===== config.mk =====
export PLATFORM = sky130hd
export DESIGN_NAME = weighted_error_score_ema
export DESIGN_NICKNAME = d
export VERILOG_FILES = /design/src/design/wesema_pkg.sv /design/src/design/wesema_front.sv /design/src/design/wesema_queue.sv /design/src/design/wesema_back.sv /design/src/design/weighted_error_score_ema.sv
export SDC_FILE = /design/constraint.sdc
export NUM_CORES = 2
export LEC_CHECK = 0
export ABC_AREA = 1
export BUFFER_PORTS_ARGS = -buffer_cell sky130_fd_sc_hd__buf_2
export CORE_MARGIN = 2
export CORE_UTILIZATION = 69
export CTS_CLUSTER_DIAMETER = 150
export CTS_CLUSTER_SIZE = 28
export DETAILED_ROUTE_END_ITERATION = 7
export PLACE_DENSITY = 0.95
export SYNTH_ARGS = -nofsm -noshare
export SYNTH_HDL_FRONTEND = slang
export SYNTH_SLANG_ARGS = --single-unit

===== constraint.sdc =====
create_clock -name clk_i -period 21 [get_ports clk_i]
set_input_delay 1.05 -clock clk_i [delete_from_list [all_inputs] [get_ports clk_i]]
set_output_delay 1.05 -clock clk_i [all_outputs]
set_load 0.005 [all_outputs]

===== src/design/wesema_pkg.sv =====
// shared types, constants and helper functions for the weighted error score block
// no dependencies: every other design file refers to this package by scoped names
package wesema_pkg;

  // fixed point format
  localparam int unsigned FRAC_BITS = 12;
  localparam int unsigned SCORE_W = FRAC_BITS + 1;
  localparam int unsigned METRIC_W = 16;
  localparam int unsigned PROD_W = 2 * SCORE_W;
  localparam int unsigned WSUM_W = SCORE_W + 1;
  localparam int unsigned OUT_COUNT_W = 32;
  localparam int unsigned COUNT_BITS_DEF = 32;
  localparam int unsigned CFG_IDX_W = 2;
  localparam int unsigned QUEUE_DEPTH = 2;
  localparam int unsigned STEP_W = 5;

  localparam logic [SCORE_W-1:0] ONE_Q = SCORE_W'(1 << FRAC_BITS);
  localparam logic [SCORE_W-1:0] HALF_Q = SCORE_W'(1 << (FRAC_BITS - 1));
  localparam logic [SCORE_W-1:0] BLEND_ENT = SCORE_W'((3 * (1 << FRAC_BITS) + 5) / 10);
  localparam logic [SCORE_W-1:0] BLEND_DRF = SCORE_W'((2 * (1 << FRAC_BITS) + 5) / 10);
  localparam logic [SCORE_W-1:0] ALPHA_MIN = SCORE_W'(((1 << FRAC_BITS) + 50) / 100);

  // register reset values
  localparam logic [SCORE_W-1:0] ALPHA_RST = SCORE_W'(3482);
  localparam logic [SCORE_W-1:0] DRIFT_W_RST = SCORE_W'(2048);
  localparam logic [SCORE_W-1:0] ENT_W_RST = SCORE_W'(1024);
  localparam logic [SCORE_W-1:0] RES_W_RST = SCORE_W'(1024);

  // sequencer steps of the back end
  localparam logic [STEP_W-1:0] STEP_NUM_FIRST = STEP_W'(0);
  localparam logic [STEP_W-1:0] STEP_NUM_MID = STEP_W'(1);
  localparam logic [STEP_W-1:0] STEP_NUM_LAST = STEP_W'(2);
  localparam logic [STEP_W-1:0] STEP_WAVE_A = STEP_W'(3);
  localparam logic [STEP_W-1:0] STEP_WAVE_B = STEP_W'(4);
  localparam logic [STEP_W-1:0] STEP_DIV_FIRST = STEP_W'(3);
  localparam logic [STEP_W-1:0] STEP_DIV_LAST = STEP_W'(STEP_DIV_FIRST + SCORE_W - 1);
  localparam logic [STEP_W-1:0] STEP_CONT_A = STEP_W'(STEP_DIV_LAST + 1);
  localparam logic [STEP_W-1:0] STEP_CONT_B = STEP_W'(STEP_DIV_LAST + 2);

  // configuration register indexes
  typedef enum logic [CFG_IDX_W-1:0] {
    REG_SMOOTHING = 2'd0,
    REG_DRIFT_W   = 2'd1,
    REG_ENT_W     = 2'd2,
    REG_RES_W     = 2'd3
  } cfg_reg_e;

  typedef enum logic [1:0] {
    BK_IDLE,
    BK_CALC,
    BK_DONE
  } back_state_e;

  // one classified item between front and back
  typedef struct packed {
    logic               clear;
    logic [SCORE_W-1:0] res;
    logic [SCORE_W-1:0] ent;
    logic [SCORE_W-1:0] drf;
    logic [SCORE_W-1:0] wave;
  } item_t;

  // configuration seen by the back end
  typedef struct packed {
    logic [SCORE_W-1:0] alpha;
    logic [SCORE_W-1:0] drift_w;
    logic [SCORE_W-1:0] ent_w;
    logic [SCORE_W-1:0] res_w;
  } cfg_t;

  function automatic logic [SCORE_W-1:0] cap_one(input logic [PROD_W-1:0] v);
    return (v > PROD_W'(ONE_Q)) ? ONE_Q : v[SCORE_W-1:0];
  endfunction

  function automatic logic [METRIC_W-2:0] non_negative(input logic [METRIC_W-1:0] v);
    return v[METRIC_W-1] ? '0 : v[METRIC_W-2:0];
  endfunction

endpackage


===== src/design/wesema_front.sv =====
// front end: accepts items, clamps the metrics and forms the fixed-blend wave score
// depends on wesema_pkg
module wesema_front (
  input  logic                                clk_i,
  input  logic                                rst_ni,
  input  logic                                in_valid_i,
  output logic                                in_ready_o,
  input  logic                                kind_i,
  input  logic signed [wesema_pkg::METRIC_W-1:0] residual_level_i,
  input  logic signed [wesema_pkg::METRIC_W-1:0] entropy_collapse_i,
  input  logic signed [wesema_pkg::METRIC_W-1:0] norm_drift_i,
  output logic                                push_valid_o,
  input  logic                                push_ready_i,
  output wesema_pkg::item_t                   push_item_o
);

  localparam int unsigned PW = wesema_pkg::PROD_W;
  localparam int unsigned FB = wesema_pkg::FRAC_BITS;

  logic [wesema_pkg::METRIC_W-2:0] nn_res;
  logic [wesema_pkg::METRIC_W-2:0] nn_ent;
  logic [wesema_pkg::METRIC_W-2:0] nn_drf;
  logic [wesema_pkg::SCORE_W-1:0]  res;
  logic [wesema_pkg::SCORE_W-1:0]  ent;
  logic [wesema_pkg::SCORE_W-1:0]  drf;
  logic [PW-1:0]                   wave_sum;
  wesema_pkg::item_t               item_d;
  wesema_pkg::item_t               item_q;
  logic                            valid_q;

  // clamp the metrics into 0..one, residual halved first
  always_comb begin
    nn_res = wesema_pkg::non_negative(residual_level_i);
    nn_ent = wesema_pkg::non_negative(entropy_collapse_i);
    nn_drf = wesema_pkg::non_negative(norm_drift_i);
    res = wesema_pkg::cap_one(PW'(nn_res >> 1));
    ent = wesema_pkg::cap_one(PW'(nn_ent));
    drf = wesema_pkg::cap_one(PW'(nn_drf));
  end

  // fixed blend 0.5 / 0.3 / 0.2 rounded to nearest
  always_comb begin
    wave_sum = (PW'(res) << (FB - 1))
             + PW'(ent) * PW'(wesema_pkg::BLEND_ENT)
             + PW'(drf) * PW'(wesema_pkg::BLEND_DRF)
             + PW'(wesema_pkg::HALF_Q);
    item_d.clear = kind_i;
    item_d.res   = res;
    item_d.ent   = ent;
    item_d.drf   = drf;
    item_d.wave  = wesema_pkg::cap_one(wave_sum >> FB);
  end

  assign in_ready_o   = !valid_q || push_ready_i;
  assign push_valid_o = valid_q;
  assign push_item_o  = item_q;

  // stage valid
  always_ff @(posedge clk_i or negedge rst_ni) begin
    if (!rst_ni) begin
      valid_q <= 1'b0;
    end else if (in_valid_i && in_ready_o) begin
      valid_q <= 1'b1;
    end else if (push_ready_i) begin
      valid_q <= 1'b0;
    end
  end

  // stage payload
  always_ff @(posedge clk_i) begin
    if (in_valid_i && in_ready_o) begin
      item_q <= item_d;
    end
  end

endmodule


===== src/design/wesema_queue.sv =====
// short item queue between front and back ends
// depends on wesema_pkg
module wesema_queue (
  input  logic              clk_i,
  input  logic              rst_ni,
  input  logic              push_valid_i,
  output logic              push_ready_o,
  input  wesema_pkg::item_t push_item_i,
  output logic              pop_valid_o,
  input  logic              pop_ready_i,
  output wesema_pkg::item_t pop_item_o
);

  localparam int unsigned DEPTH = wesema_pkg::QUEUE_DEPTH;
  localparam int unsigned PTR_W = (DEPTH > 1) ? $clog2(DEPTH) : 1;
  localparam int unsigned CNT_W = $clog2(DEPTH + 1);

  wesema_pkg::item_t mem_q [DEPTH];
  logic [PTR_W-1:0]  wr_ptr_q;
  logic [PTR_W-1:0]  rd_ptr_q;
  logic [CNT_W-1:0]  count_q;
  logic              do_push;
  logic              do_pop;

  assign push_ready_o = count_q != CNT_W'(DEPTH);
  assign pop_valid_o  = count_q != '0;
  assign pop_item_o   = mem_q[rd_ptr_q];
  assign do_push      = push_valid_i && push_ready_o;
  assign do_pop       = pop_valid_o && pop_ready_i;

  // pointers and fill level
  always_ff @(posedge clk_i or negedge rst_ni) begin
    if (!rst_ni) begin
      wr_ptr_q <= '0;
      rd_ptr_q <= '0;
      count_q  <= '0;
    end else begin
      if (do_push) begin
        wr_ptr_q <= (wr_ptr_q == PTR_W'(DEPTH - 1)) ? '0 : wr_ptr_q + 1'b1;
      end
      if (do_pop) begin
        rd_ptr_q <= (rd_ptr_q == PTR_W'(DEPTH - 1)) ? '0 : rd_ptr_q + 1'b1;
      end
      if (do_push && !do_pop) begin
        count_q <= count_q + 1'b1;
      end else if (do_pop && !do_push) begin
        count_q <= count_q - 1'b1;
      end
    end
  end

  // entry storage
  always_ff @(posedge clk_i) begin
    if (do_push) begin
      mem_q[wr_ptr_q] <= push_item_i;
    end
  end

endmodule


===== src/design/wesema_back.sv =====
// back end: weighted mean through a shared multiplier and serial divider, then averages
// depends on wesema_pkg
module wesema_back #(
  parameter int unsigned COUNT_BITS = wesema_pkg::COUNT_BITS_DEF
) (
  input  logic                           clk_i,
  input  logic                           rst_ni,
  input  logic                           pop_valid_i,
  output logic                           pop_ready_o,
  input  wesema_pkg::item_t              pop_item_i,
  input  wesema_pkg::cfg_t               cfg_i,
  output logic                           out_valid_o,
  input  logic                           out_ready_i,
  output logic [COUNT_BITS-1:0]          count_o,
  output logic [wesema_pkg::SCORE_W-1:0] current_wave_o,
  output logic [wesema_pkg::SCORE_W-1:0] average_wave_o,
  output logic [wesema_pkg::SCORE_W-1:0] current_cont_o,
  output logic [wesema_pkg::SCORE_W-1:0] average_cont_o
);

  localparam int unsigned SW = wesema_pkg::SCORE_W;
  localparam int unsigned PW = wesema_pkg::PROD_W;
  localparam int unsigned WW = wesema_pkg::WSUM_W;
  localparam int unsigned FB = wesema_pkg::FRAC_BITS;
  localparam int unsigned TW = wesema_pkg::STEP_W;

  wesema_pkg::back_state_e state_q, state_d;
  logic [TW-1:0]           step_q;
  wesema_pkg::item_t       job_q;
  logic [PW-1:0]           num_q;
  logic [PW-1:0]           wema_q;
  logic [PW-1:0]           cema_q;
  logic [WW-1:0]           rem_q;
  logic [SW-1:0]           low_q;
  logic [SW-1:0]           quo_q;

  logic [COUNT_BITS-1:0]   count_q;
  logic [SW-1:0]           last_wave_q;
  logic [SW-1:0]           avg_wave_q;
  logic [SW-1:0]           last_cont_q;
  logic [SW-1:0]           avg_cont_q;
  logic                    out_valid_q;

  logic                    take;
  logic                    commit;
  logic [SW-1:0]           mul_a;
  logic [SW-1:0]           mul_b;
  logic [PW-1:0]           prod;
  logic [PW-1:0]           num_final;
  logic [WW-1:0]           wsum;
  logic [WW-1:0]           divisor;
  logic [WW:0]             trial;
  logic [WW:0]             diff;
  logic                    fits;
  logic                    div_on;
  logic [COUNT_BITS-1:0]   count_inc;
  logic                    first;
  logic [SW-1:0]           new_avg_wave;
  logic [SW-1:0]           new_avg_cont;

  // next state
  always_comb begin
    state_d = state_q;
    unique case (state_q)
      wesema_pkg::BK_IDLE: begin
        if (pop_valid_i) begin
          state_d = pop_item_i.clear ? wesema_pkg::BK_DONE : wesema_pkg::BK_CALC;
        end
      end
      wesema_pkg::BK_CALC: begin
        if (step_q == wesema_pkg::STEP_CONT_B) begin
          state_d = wesema_pkg::BK_DONE;
        end
      end
      wesema_pkg::BK_DONE: begin
        if (!out_valid_q || out_ready_i) begin
          state_d = wesema_pkg::BK_IDLE;
        end
      end
      default: state_d = wesema_pkg::BK_IDLE;
    endcase
  end

  // sequencer outputs
  always_comb begin
    pop_ready_o = 1'b0;
    commit      = 1'b0;
    unique case (state_q)
      wesema_pkg::BK_IDLE: pop_ready_o = 1'b1;
      wesema_pkg::BK_CALC: ;
      wesema_pkg::BK_DONE: commit = !out_valid_q || out_ready_i;
      default: ;
    endcase
  end

  assign take = pop_valid_i && pop_ready_o;

  // shared multiplier operand selection
  always_comb begin
    mul_a = '0;
    mul_b = '0;
    unique case (step_q)
      wesema_pkg::STEP_NUM_FIRST: begin
        mul_a = cfg_i.drift_w;
        mul_b = job_q.drf;
      end
      wesema_pkg::STEP_NUM_MID: begin
        mul_a = cfg_i.ent_w;
        mul_b = job_q.ent;
      end
      wesema_pkg::STEP_NUM_LAST: begin
        mul_a = cfg_i.res_w;
        mul_b = job_q.res;
      end
      wesema_pkg::STEP_WAVE_A: begin
        mul_a = cfg_i.alpha;
        mul_b = avg_wave_q;
      end
      wesema_pkg::STEP_WAVE_B: begin
        mul_a = wesema_pkg::ONE_Q - cfg_i.alpha;
        mul_b = job_q.wave;
      end
      wesema_pkg::STEP_CONT_A: begin
        mul_a = cfg_i.alpha;
        mul_b = avg_cont_q;
      end
      wesema_pkg::STEP_CONT_B: begin
        mul_a = wesema_pkg::ONE_Q - cfg_i.alpha;
        mul_b = quo_q;
      end
      default: ;
    endcase
    prod      = PW'(mul_a) * PW'(mul_b);
    num_final = num_q + prod;
  end

  // weight sum, zero sum divides by one
  always_comb begin
    wsum    = WW'(cfg_i.drift_w) + WW'(cfg_i.ent_w) + WW'(cfg_i.res_w);
    divisor = (wsum == '0) ? WW'(wesema_pkg::ONE_Q) : wsum;
    div_on  = (step_q >= wesema_pkg::STEP_DIV_FIRST) && (step_q <= wesema_pkg::STEP_DIV_LAST);
    trial   = {rem_q, low_q[SW-1]};
    diff    = trial - {1'b0, divisor};
    fits    = trial >= {1'b0, divisor};
  end

  // result of the item at commit
  always_comb begin
    count_inc    = count_q + 1'b1;
    first        = count_inc == COUNT_BITS'(1);
    new_avg_wave = first ? job_q.wave : wesema_pkg::cap_one(wema_q >> FB);
    new_avg_cont = first ? quo_q : wesema_pkg::cap_one(cema_q >> FB);
  end

  // state register and step counter
  always_ff @(posedge clk_i or negedge rst_ni) begin
    if (!rst_ni) begin
      state_q <= wesema_pkg::BK_IDLE;
      step_q  <= '0;
    end else begin
      state_q <= state_d;
      if (take) begin
        step_q <= '0;
      end else if (state_q == wesema_pkg::BK_CALC) begin
        step_q <= step_q + 1'b1;
      end
    end
  end

  // arithmetic working registers
  always_ff @(posedge clk_i) begin
    if (take) begin
      job_q <= pop_item_i;
    end
    if (state_q == wesema_pkg::BK_CALC) begin
      if (step_q == wesema_pkg::STEP_NUM_FIRST) begin
        num_q <= prod;
      end else if (step_q <= wesema_pkg::STEP_NUM_LAST) begin
        num_q <= num_final;
      end
      // quotient fits in a score, so the upper half seeds the remainder
      if (step_q == wesema_pkg::STEP_NUM_LAST) begin
        rem_q <= WW'(num_final[PW-1:SW]);
        low_q <= num_final[SW-1:0];
      end else if (div_on) begin
        rem_q <= fits ? diff[WW-1:0] : trial[WW-1:0];
        low_q <= {low_q[SW-2:0], 1'b0};
        quo_q <= {quo_q[SW-2:0], fits};
      end
      if (step_q == wesema_pkg::STEP_WAVE_A) begin
        wema_q <= prod + PW'(wesema_pkg::HALF_Q);
      end else if (step_q == wesema_pkg::STEP_WAVE_B) begin
        wema_q <= wema_q + prod;
      end
      if (step_q == wesema_pkg::STEP_CONT_A) begin
        cema_q <= prod + PW'(wesema_pkg::HALF_Q);
      end else if (step_q == wesema_pkg::STEP_CONT_B) begin
        cema_q <= cema_q + prod;
      end
    end
  end

  // statistics, which also form the result
  always_ff @(posedge clk_i or negedge rst_ni) begin
    if (!rst_ni) begin
      count_q     <= '0;
      last_wave_q <= '0;
      avg_wave_q  <= '0;
      last_cont_q <= '0;
      avg_cont_q  <= '0;
      out_valid_q <= 1'b0;
    end else begin
      if (commit) begin
        out_valid_q <= 1'b1;
      end else if (out_ready_i) begin
        out_valid_q <= 1'b0;
      end
      if (commit) begin
        if (job_q.clear) begin
          count_q     <= '0;
          last_wave_q <= '0;
          avg_wave_q  <= '0;
          last_cont_q <= '0;
          avg_cont_q  <= '0;
        end else begin
          count_q     <= count_inc;
          last_wave_q <= job_q.wave;
          avg_wave_q  <= new_avg_wave;
          last_cont_q <= wesema_pkg::cap_one(PW'(quo_q));
          avg_cont_q  <= new_avg_cont;
        end
      end
    end
  end

  assign out_valid_o    = out_valid_q;
  assign count_o        = count_q;
  assign current_wave_o = last_wave_q;
  assign average_wave_o = avg_wave_q;
  assign current_cont_o = last_cont_q;
  assign average_cont_o = avg_cont_q;

endmodule


===== src/design/weighted_error_score_ema.sv =====
// top level of the weighted error score block: configuration registers and wiring
// depends on wesema_pkg, wesema_front, wesema_queue and wesema_back
//
// usage
//   input channel (in_valid_i / in_ready_o) takes one item: kind_i selects observe (0) or
//   clear (1), with three signed q3.12 metrics. output channel (out_valid_o / out_ready_i)
//   returns one result per item: the observation count and the latest and averaged wave
//   and contamination scores in q1.12, as they stand after the item.
//   configuration channel (cfg_valid_i / cfg_ready_o) writes register cfg_index_i with
//   cfg_data_i; always ready. values are clamped on write. write only while the block
//   is idle.
// sequencing
//   an observe item passes through the back end in steps: one pop, three multiply steps
//   on the shared multiplier, thirteen restoring divider steps overlapped with the wave
//   average, two multiply steps for the contamination average, one commit; the back end
//   takes no new item until the commit. a clear item holds the back end only for pop and
//   commit. the front stage and a two-entry queue keep accepting while the back end works
//   or while a result waits.
// reset and stall
//   reset zeroes all statistics and loads the register defaults. when the receiver
//   stalls the result holds, the back end waits before commit and the queue fills up.
module weighted_error_score_ema #(
  parameter int unsigned COUNT_BITS = wesema_pkg::COUNT_BITS_DEF
) (
  input  logic                                   clk_i,
  input  logic                                   rst_ni,
  input  logic                                   in_valid_i,
  output logic                                   in_ready_o,
  input  logic                                   kind_i,
  input  logic signed [wesema_pkg::METRIC_W-1:0] residual_level_i,
  input  logic signed [wesema_pkg::METRIC_W-1:0] entropy_collapse_i,
  input  logic signed [wesema_pkg::METRIC_W-1:0] norm_drift_i,
  output logic                                   out_valid_o,
  input  logic                                   out_ready_i,
  output logic [wesema_pkg::OUT_COUNT_W-1:0]     observed_count_o,
  output logic [wesema_pkg::SCORE_W-1:0]         current_wave_o,
  output logic [wesema_pkg::SCORE_W-1:0]         average_wave_o,
  output logic [wesema_pkg::SCORE_W-1:0]         current_contamination_o,
  output logic [wesema_pkg::SCORE_W-1:0]         average_contamination_o,
  input  logic                                   cfg_valid_i,
  output logic                                   cfg_ready_o,
  input  logic [wesema_pkg::CFG_IDX_W-1:0]       cfg_index_i,
  input  logic [wesema_pkg::SCORE_W-1:0]         cfg_data_i
);

  localparam int unsigned OW = wesema_pkg::OUT_COUNT_W;

  wesema_pkg::cfg_t  cfg_q;
  wesema_pkg::item_t push_item;
  wesema_pkg::item_t pop_item;
  logic              push_valid;
  logic              push_ready;
  logic              pop_valid;
  logic              pop_ready;
  logic [COUNT_BITS-1:0] count;
  logic [wesema_pkg::SCORE_W-1:0] alpha_clamped;
  logic [wesema_pkg::SCORE_W-1:0] weight_clamped;

  assign cfg_ready_o = 1'b1;

  // clamp written values
  always_comb begin
    weight_clamped = (cfg_data_i > wesema_pkg::ONE_Q) ? wesema_pkg::ONE_Q : cfg_data_i;
    alpha_clamped  = (cfg_data_i < wesema_pkg::ALPHA_MIN) ? wesema_pkg::ALPHA_MIN
                                                          : weight_clamped;
  end

  // configuration registers
  always_ff @(posedge clk_i or negedge rst_ni) begin
    if (!rst_ni) begin
      cfg_q.alpha   <= wesema_pkg::ALPHA_RST;
      cfg_q.drift_w <= wesema_pkg::DRIFT_W_RST;
      cfg_q.ent_w   <= wesema_pkg::ENT_W_RST;
      cfg_q.res_w   <= wesema_pkg::RES_W_RST;
    end else if (cfg_valid_i && cfg_ready_o) begin
      unique case (wesema_pkg::cfg_reg_e'(cfg_index_i))
        wesema_pkg::REG_SMOOTHING: cfg_q.alpha   <= alpha_clamped;
        wesema_pkg::REG_DRIFT_W:   cfg_q.drift_w <= weight_clamped;
        wesema_pkg::REG_ENT_W:     cfg_q.ent_w   <= weight_clamped;
        wesema_pkg::REG_RES_W:     cfg_q.res_w   <= weight_clamped;
      endcase
    end
  end

  wesema_front u_front (
    .clk_i              (clk_i),
    .rst_ni             (rst_ni),
    .in_valid_i         (in_valid_i),
    .in_ready_o         (in_ready_o),
    .kind_i             (kind_i),
    .residual_level_i   (residual_level_i),
    .entropy_collapse_i (entropy_collapse_i),
    .norm_drift_i       (norm_drift_i),
    .push_valid_o       (push_valid),
    .push_ready_i       (push_ready),
    .push_item_o        (push_item)
  );

  wesema_queue u_queue (
    .clk_i        (clk_i),
    .rst_ni       (rst_ni),
    .push_valid_i (push_valid),
    .push_ready_o (push_ready),
    .push_item_i  (push_item),
    .pop_valid_o  (pop_valid),
    .pop_ready_i  (pop_ready),
    .pop_item_o   (pop_item)
  );

  wesema_back #(
    .COUNT_BITS (COUNT_BITS)
  ) u_back (
    .clk_i          (clk_i),
    .rst_ni         (rst_ni),
    .pop_valid_i    (pop_valid),
    .pop_ready_o    (pop_ready),
    .pop_item_i     (pop_item),
    .cfg_i          (cfg_q),
    .out_valid_o    (out_valid_o),
    .out_ready_i    (out_ready_i),
    .count_o        (count),
    .current_wave_o (current_wave_o),
    .average_wave_o (average_wave_o),
    .current_cont_o (current_contamination_o),
    .average_cont_o (average_contamination_o)
  );

  // fit the count into the fixed-width result field
  generate
    if (COUNT_BITS >= OW) begin : g_count_trunc
      assign observed_count_o = count[OW-1:0];
    end else begin : g_count_ext
      assign observed_count_o = {{(OW - COUNT_BITS){1'b0}}, count};
    end
  endgenerate

endmodule

Word-level counts from Yosys, hierarchy flattened
Memories as Yosys holds them, arrays and structs flattened.
Index checks and enable logic that the tools add are counted.
{"block": "classes", "bitwise_logic": 1, "div": 0, "n_addsub": 17, "n_mul": 3, "n_mux": 51, "n_reduce_logical": 37, "magnitude_cmp": 13, "shift": 0, "eq_ne": 16}
{"operator": "$mux 13", "count": 17}
{"operator": "$mux 26", "count": 6}
{"operator": "$pmux 13 s7", "count": 1}
{"operator": "$add 26x26->26", "count": 3}
{"operator": "$pmux 13 s5", "count": 1}
{"operator": "$gt 14x13->1 const B", "count": 4}
{"operator": "$add 26x12->26 const B", "count": 2}
{"operator": "$mux 15", "count": 3}
{"operator": "$mux 14", "count": 3}
{"operator": "$add 32x1->32 const B", "count": 1}
{"operator": "$eq 32x1->1 const B", "count": 1}
{"operator": "$mux 32", "count": 1}
{"operator": "$gt 15x13->1 const B", "count": 2}
{"operator": "$add 26x23->26", "count": 1}
{"operator": "$gt 13x13->1 const B", "count": 2}
{"operator": "$mul 13x13->26", "count": 1}
{"operator": "$add 24x24->25", "count": 1}
{"operator": "$mul 13x11->24 const B", "count": 1}
{"operator": "$mul 13x10->23 const B", "count": 1}
{"operator": "$reduce_bool 2->1", "count": 9}
{"operator": "$reduce_and 2->1", "count": 8}
{"operator": "$ge 15x14->1", "count": 1}
{"operator": "$add 13x13->14", "count": 1}
{"operator": "$add 14x13->14", "count": 1}
{"operator": "31 further kinds", "count": 66}
{"block": "word_totals", "n_memories": 1, "rom_bits": 0, "inputBits": 69, "latch_bits": 0, "wordCells": 172, "mem_bits_rw": 106, "out_inout_bits": 87, "ff_bits": 373}
{"memory": "u_queue.mem_q", "depth": 2, "width": 53, "read_ports": 1, "rd_ports_with_merged_regs": 0, "write_ports": 1, "line": "wesema_queue.sv:18", "source": "wesema_pkg::item_t mem_q [DEPTH];"}

Depth between registers and ports, before layout
{"block": "logic_depth", "ltp_word": 8, "ltp_mapped": 49, "mapped_depth_nobuf": 47}

By module
Synthesis repeated with hierarchy kept, for this count alone.
{"block": "unflattened", "cells_unflattened": 4632, "hier_area_um2": 38987.4}
{"mod": "wesema_back", "cells_each": 3248, "instances": 1, "seq_area_each_um2": 7437.1, "area_per_inst_um2": 24644.9}
{"mod": "wesema_front", "cells_each": 869, "instances": 1, "seq_area_each_um2": 1616.6, "area_per_inst_um2": 8069.0}
{"mod": "wesema_queue", "cells_each": 305, "instances": 1, "seq_area_each_um2": 3283.1, "area_per_inst_um2": 4110.2}
{"mod": "weighted_error_score_ema", "cells_each": 210, "instances": 1, "seq_area_each_um2": 1313.8, "area_per_inst_um2": 2163.3}

Worst setup path after synthesis
Ideal clock, no wire load.
{"block": "synth_path", "path_type": "input port to flip-flop", "startpoint": "input entropy_collapse_i[5] (netlist name)", "endpoint": "register u_front.item_q, in the netlist u_front.push_item_o[10], data pin", "required_ns": 20.730, "setup_slack_ns": 11.950, "path_buffers": 2, "stages": 41, "setup_ns": 0.270, "arrival_ns": 8.780, "path_cell_list": "o41ai_1 > nand4_1 > nand2_1 > inv_1 > clkbuf_1 > nor2_1 > ha_1 > inv_1 > fa_1 > fa_1 > inv_1 > fa_1 > inv_1 > fa_1 > inv_1 > ha_1 > nand2_1 > nor2_1 > [5 not listed] > inv_1 > fa_1 > fa_1 > inv_1 > ha_1 > nand2_1 > inv_1 > a21oi_1 > inv_1 > a21oi_1 > nand2_1 > nand2_1 > nand3_1 > nand2_1 > nor2_1 > nand3_1 > clkbuf_1 > a21oi_1"}
{"block": "synth_between", "elab_chain_len": 8}
{"item": "from (decl)", "line": "weighted_error_score_ema.sv:31", "source": "input logic signed [wesema_pkg::METRIC_W-1:0] entropy_collapse_i,"}
{"item": "$mux 15 *", "line": "wesema_pkg.sv:76", "source": "return v[METRIC_W-1] ? '0 : v[METRIC_W-2:0];"}
{"item": "$gt 15x13->1 *", "line": "wesema_pkg.sv:72", "source": "return (v > PROD_W'(ONE_Q)) ? ONE_Q : v[SCORE_W-1:0];"}
{"item": "$mux 13 *", "line": "wesema_pkg.sv:72"}
{"item": "named net u_front.ent, one bit", "line": "wesema_front.sv:24", "source": "logic [wesema_pkg::SCORE_W-1:0] ent;"}
{"item": "$mul 13x11->24 *", "line": "wesema_front.sv:44", "source": "+ PW'(ent) * PW'(wesema_pkg::BLEND_ENT)"}
{"item": "$add 24x24->25 *", "line": "wesema_front.sv:44"}
{"item": "$add 26x23->26 *", "line": "wesema_front.sv:45", "source": "+ PW'(drf) * PW'(wesema_pkg::BLEND_DRF)"}
{"item": "$add 26x12->26 *", "line": "wesema_front.sv:46", "source": "+ PW'(wesema_pkg::HALF_Q);"}
{"item": "$gt 14x13->1", "line": "wesema_pkg.sv:72"}
{"item": "to (signal assigned)", "line": "wesema_front.sv:72", "source": "item_q <= item_d;"}
{"item": "to (decl)", "line": "wesema_front.sv:28", "source": "wesema_pkg::item_t item_q;"}
Mark *: on every way through the listed nets, which the timed path passes. The rest lies on a longest branch.
A chain may end at the register's enable or synchronous reset.

Worst setup path in the final report
{"block": "layout_path", "startpoint": "register u_back.step_q[0]", "endpoint": "register u_back.rem_q[12], data pin"}
{"block": "layout_between", "elab_chain_len": 6, "elab_cells_between_ends": 14, "classes_between": "add/sub: 1; mul: 1; eq/ne: 6; mux: 3; reduce/logical: 3"}
{"item": "from (decl)", "line": "wesema_back.sv:28", "source": "logic [TW-1:0] step_q;"}
{"item": "from (signal assigned)", "line": "wesema_back.sv:165", "source": "step_q <= step_q + 1'b1;"}
{"item": "$eq 5x3->1, or another cell as far along", "line": "wesema_back.sv:102", "source": "unique case (step_q)"}
{"item": "$reduce_or 2->1 (no line)"}
{"item": "$pmux 13 s5", "line": "wesema_back.sv:102"}
{"item": "$mul 13x13->26", "line": "wesema_back.sv:133", "source": "prod = PW'(mul_a) * PW'(mul_b);"}
{"item": "$add 26x26->26", "line": "wesema_back.sv:134", "source": "num_final = num_q + prod;"}
{"item": "$mux 13 *", "line": "wesema_back.sv:182", "source": "if (step_q == wesema_pkg::STEP_NUM_LAST) begin"}
{"item": "to (signal assigned)", "line": "wesema_back.sv:183", "source": "rem_q <= WW'(num_final[PW-1:SW]);"}
{"item": "to (signal assigned)", "line": "wesema_back.sv:186", "source": "rem_q <= fits ? diff[WW-1:0] : trial[WW-1:0];"}
{"item": "to (decl)", "line": "wesema_back.sv:33", "source": "logic [WW-1:0] rem_q;"}
Every way passes the cells marked *; elsewhere a longest branch is shown, timed or not.

==> run_results.csv <==
group,metric,value,unit
clock_tree,hold_buffers,0,
critical_path,critical_path_peak_fanout,28,
clock_tree,clock_tree.root_cell,"clkbuf_16",
critical_path,start_kind,"flop",
clock_tree,clkSinkCount,479,
detailed_routing,ant_nets,0,
floorplanning,initial_utilization,0.694,
final_layout,fin_nets,5637,
critical_path,cp.arrival,10660,ps
sta,fin_crit,10340,ps
logic_synthesis,syn_avg_cell_area,8.17,sq um
placed_design,globalplace.congestion,1.03,
floorplanning,core-area,57400,sq um
logic_synthesis,yosysWarnings,0,
logic_synthesis,synth_area,39800,sq um
final_layout,fill_cells,3956,
logic_synthesis,syn_nets,5533,
sta,final-max-slew-violation-count,0,
grt,gr-usage-met1,0.457,
final_layout,post_route_cells_drive_above_1_share,0.0597,
critical_path,cp.depth,33,
logic_synthesis,ys_seq_area_frac,0.343,
grt,grt-ovfl-total,0,
sta,max_clock_freq,0.0968,GHz
clock_tree,clk_latency,600,ps
detailed_routing,drtIter0Drc,4393,
floorplanning,io_pins,156,
floorplanning,die_y,244,um
sta,skew,37.8,ps
grt,use_met2,0.635,
detailed_routing,num_vias,35200,
grt,grt_max_degree,79,
critical_path,path_buf_inv,7,
critical_path,critical_path.max_stage_delay,1060,ps
grt,grt_pass1_vias,35000,
critical_path,cp_data_required_time,21320,ps
worst_hold_path,hold_path.class,"in2async",
run_status,outcome,"complete, but fails checks",
grt,busiest_layer,"met2",
grt,antenna_found_initial,0,
critical_path,reg2reg_depth,33,
sta,worst_pin_slew,1210,ps
logic_synthesis,synthCells,4876,
sta,hold_viol_final,0,
final_layout,area_delta_synth_final,5.33,%
clock_tree,cts_tree,"yes",
detailed_routing,detail_route.vias_per_cell,6.12,
sta,rsz0062_at_grt,"false",
final_layout,fin_util,0.731,
placed_design,dp_hpwl,90900,um
floorplanning,die-area,59700,sq um
logic_synthesis,synth_top_area_frac,0.249,
clock_tree,clk_path_buf_depth,3,
logic_synthesis,synth_edf_count,330,
logic_synthesis,synth-seq-cells,479,
logic_synthesis,yosys.area.top_type,"edfxtp_1",
run_status,violations,"design-rule violations",
grt,grt_use_met3,0.0811,
logic_synthesis,async_flop_share,0.311,
clock_tree,post_cts_buffers,0,
final_layout,n_antenna_cell,0,
clock_tree,htreeDepth,1,
logic_synthesis,yosys-top-cells-area,"edfxtp_1, nand2_1, fa_1, ha_1, dfrtp_1",
sta,fin_crit_sh,0.492,
detailed_routing,wl_per_cell,20.1,um
detailed_routing,drcViolationCount,1,
grt,grt_use_total,0.386,
placed_design,port_buffers,153,
logic_synthesis,ys.flop_type,"edfxtp_1",
detailed_routing,drt-total-wl,116000,um
critical_path,crit_path_top_delay_cell,"nor4_2",
floorplanning,num_rows,88,
sta,setup_violations,0,
logic_synthesis,synth.distinct_cells,60,
detailed_routing,first_pass_iters,8,
critical_path,crit_family,"adder cells",
clock_tree,ctsResizeCount,0,
critical_path,crit_type,"reg2reg",
critical_path,crit_top_cell,"inv_1",
critical_path,endpoint_kind,"flop",
run,max_cap_viol_count,0,
grt,grt_first_pass_wirelength,181000,um
sta,maxSlewHeadroom,0.189,
clock_tree,path_clk_slew,120,ps
clock_tree,cts_made_buffers,21,
sta,fin_setup_tns,0,ps
floorplanning,die_w,244,um
-- cell usage after synthesis, types with 51 or more instances --
library cell	number
nand3_1	243
dfrtp_1	139
nand2_1	1331
inv_1	833
a21oi_1	190
edfxtp_1	330
nand4_1	57
ha_1	350
xor2_1	73
nor2_1	359
clkbuf_1	51
fa_1	238
o21ai_0	279
-- kinds of logic (layout without fill, tap and decap cells) --
logic type	Yosys count	in the layout	synth area share
flops	479	479	0.343
simple gates	2132	2132	0.224
xor+xnor	106	106	0.0233
compound gates	624	624	0.0876
buf+inv	944	1063	0.0919
fa+ha+maj	588	588	0.230
mux	2	2	0.000503
other cells	1	1	0.0000941
-- cell usage in the layout, fill, tap and decap left out, types with 14 or more instances in the layout --
cell type,netlist,routed
nor4_1,22,19
buf_4,11,21
ha_1,350,350
nand3_1,243,243
xnor2_1,33,33
a31oi_1,19,19
o21bai_1,16,16
or2_2,27,27
dfrtp_1,139,139
o21ai_0,279,279
nor3_1,33,32
clkbuf_16,0,21
buf_2,24,152
fa_1,238,238
a21o_1,16,16
inv_1,833,832
o31ai_1,14,14
edfxtp_1,330,330
clkbuf_1,51,15
nand4_1,57,57
nor2_1,359,356
a221oi_1,14,14
a21oi_1,190,185
nand2_1,1331,1331
o22ai_1,36,36
xor2_1,73,73
-- final timing paths --
kind	startpoint	end	slack [ps]
worst max register to register	u_back.step_q[0]	u_back.rem_q[12]	10660
worst max-delay path	u_back.step_q[0]	u_back.rem_q[12]	10660
worst min register to register	u_front.push_item_o[8]	u_queue.mem_q[0][8]	450
max in group asynchronous	rst_ni	u_queue.wr_ptr_q	19070
min in group clk_i	u_front.push_item_o[8]	u_queue.mem_q[0][8]	450
worst min-delay path	rst_ni	u_back.count_o[19]	440
-- layer usage --
layer	vias to the layer above	share of wire
li1	15900	-
met1	16400	0.35
met2	2344	0.46
met3	588	0.11
met4	0	0.080
met5	-	0
-- area by class of cell --
type	instances	area (sq um)	share of cell area
multi-input combinational	3453	22600	0.539
sequential	479	13700	0.325
inverter	851	3190	0.0761
tap	765	957	0.0228
timing repair buffer	174	930	0.0222
clock buffer	36	582	0.0139
clock inverter	2	38.8	0.000924
-- state kept, by name (all words and copies together), names as in the netlist --
signal / cells
u_queue.mem_q: 106
u_back.wema_q: 26
u_front.push_valid_o: 1
u_queue.count_q: 2
u_back.average_cont_o: 13
u_back.average_wave_o: 13
u_front.push_item_o: 53
u_back.state_q: 2
u_back.count_o: 32
u_back.low_q: 13
u_back.rem_q: 14
u_back.current_wave_o: 13
u_back.num_q: 26
u_back.current_cont_o: 13
u_back.out_valid_o: 1
u_back.job_q: 53
u_back.step_q: 5
u_back.cema_q: 26
u_queue.wr_ptr_q: 1
u_back.quo_q: 13
u_queue.rd_ptr_q: 1
cfg_q: 52
-- through the flow --
| stage | area (sq um) | std cells | hold slack (ps) | setup slack [ps] |
|---|---|---|---|---|
| 6_report | 42000 | 5760 | 439 | 10660 |
| 5_1_grt | 42000 | 5760 | 449 | 10200 |
| 4_1_cts | 42000 | 5760 | 443 | 11040 |
| 3_5_place_dp | 41300 | 5722 | 430 | 10590 |
| 3_3_place_gp | 41300 | 5722 | 421 | 10850 |
| 2_1_floorplan | 39800 | 4876 | 421 | 11950 |
Power is left out: the tool's default activity adds up to more than one toggle a clock period on the data nets, which glitch-free logic cannot reach.
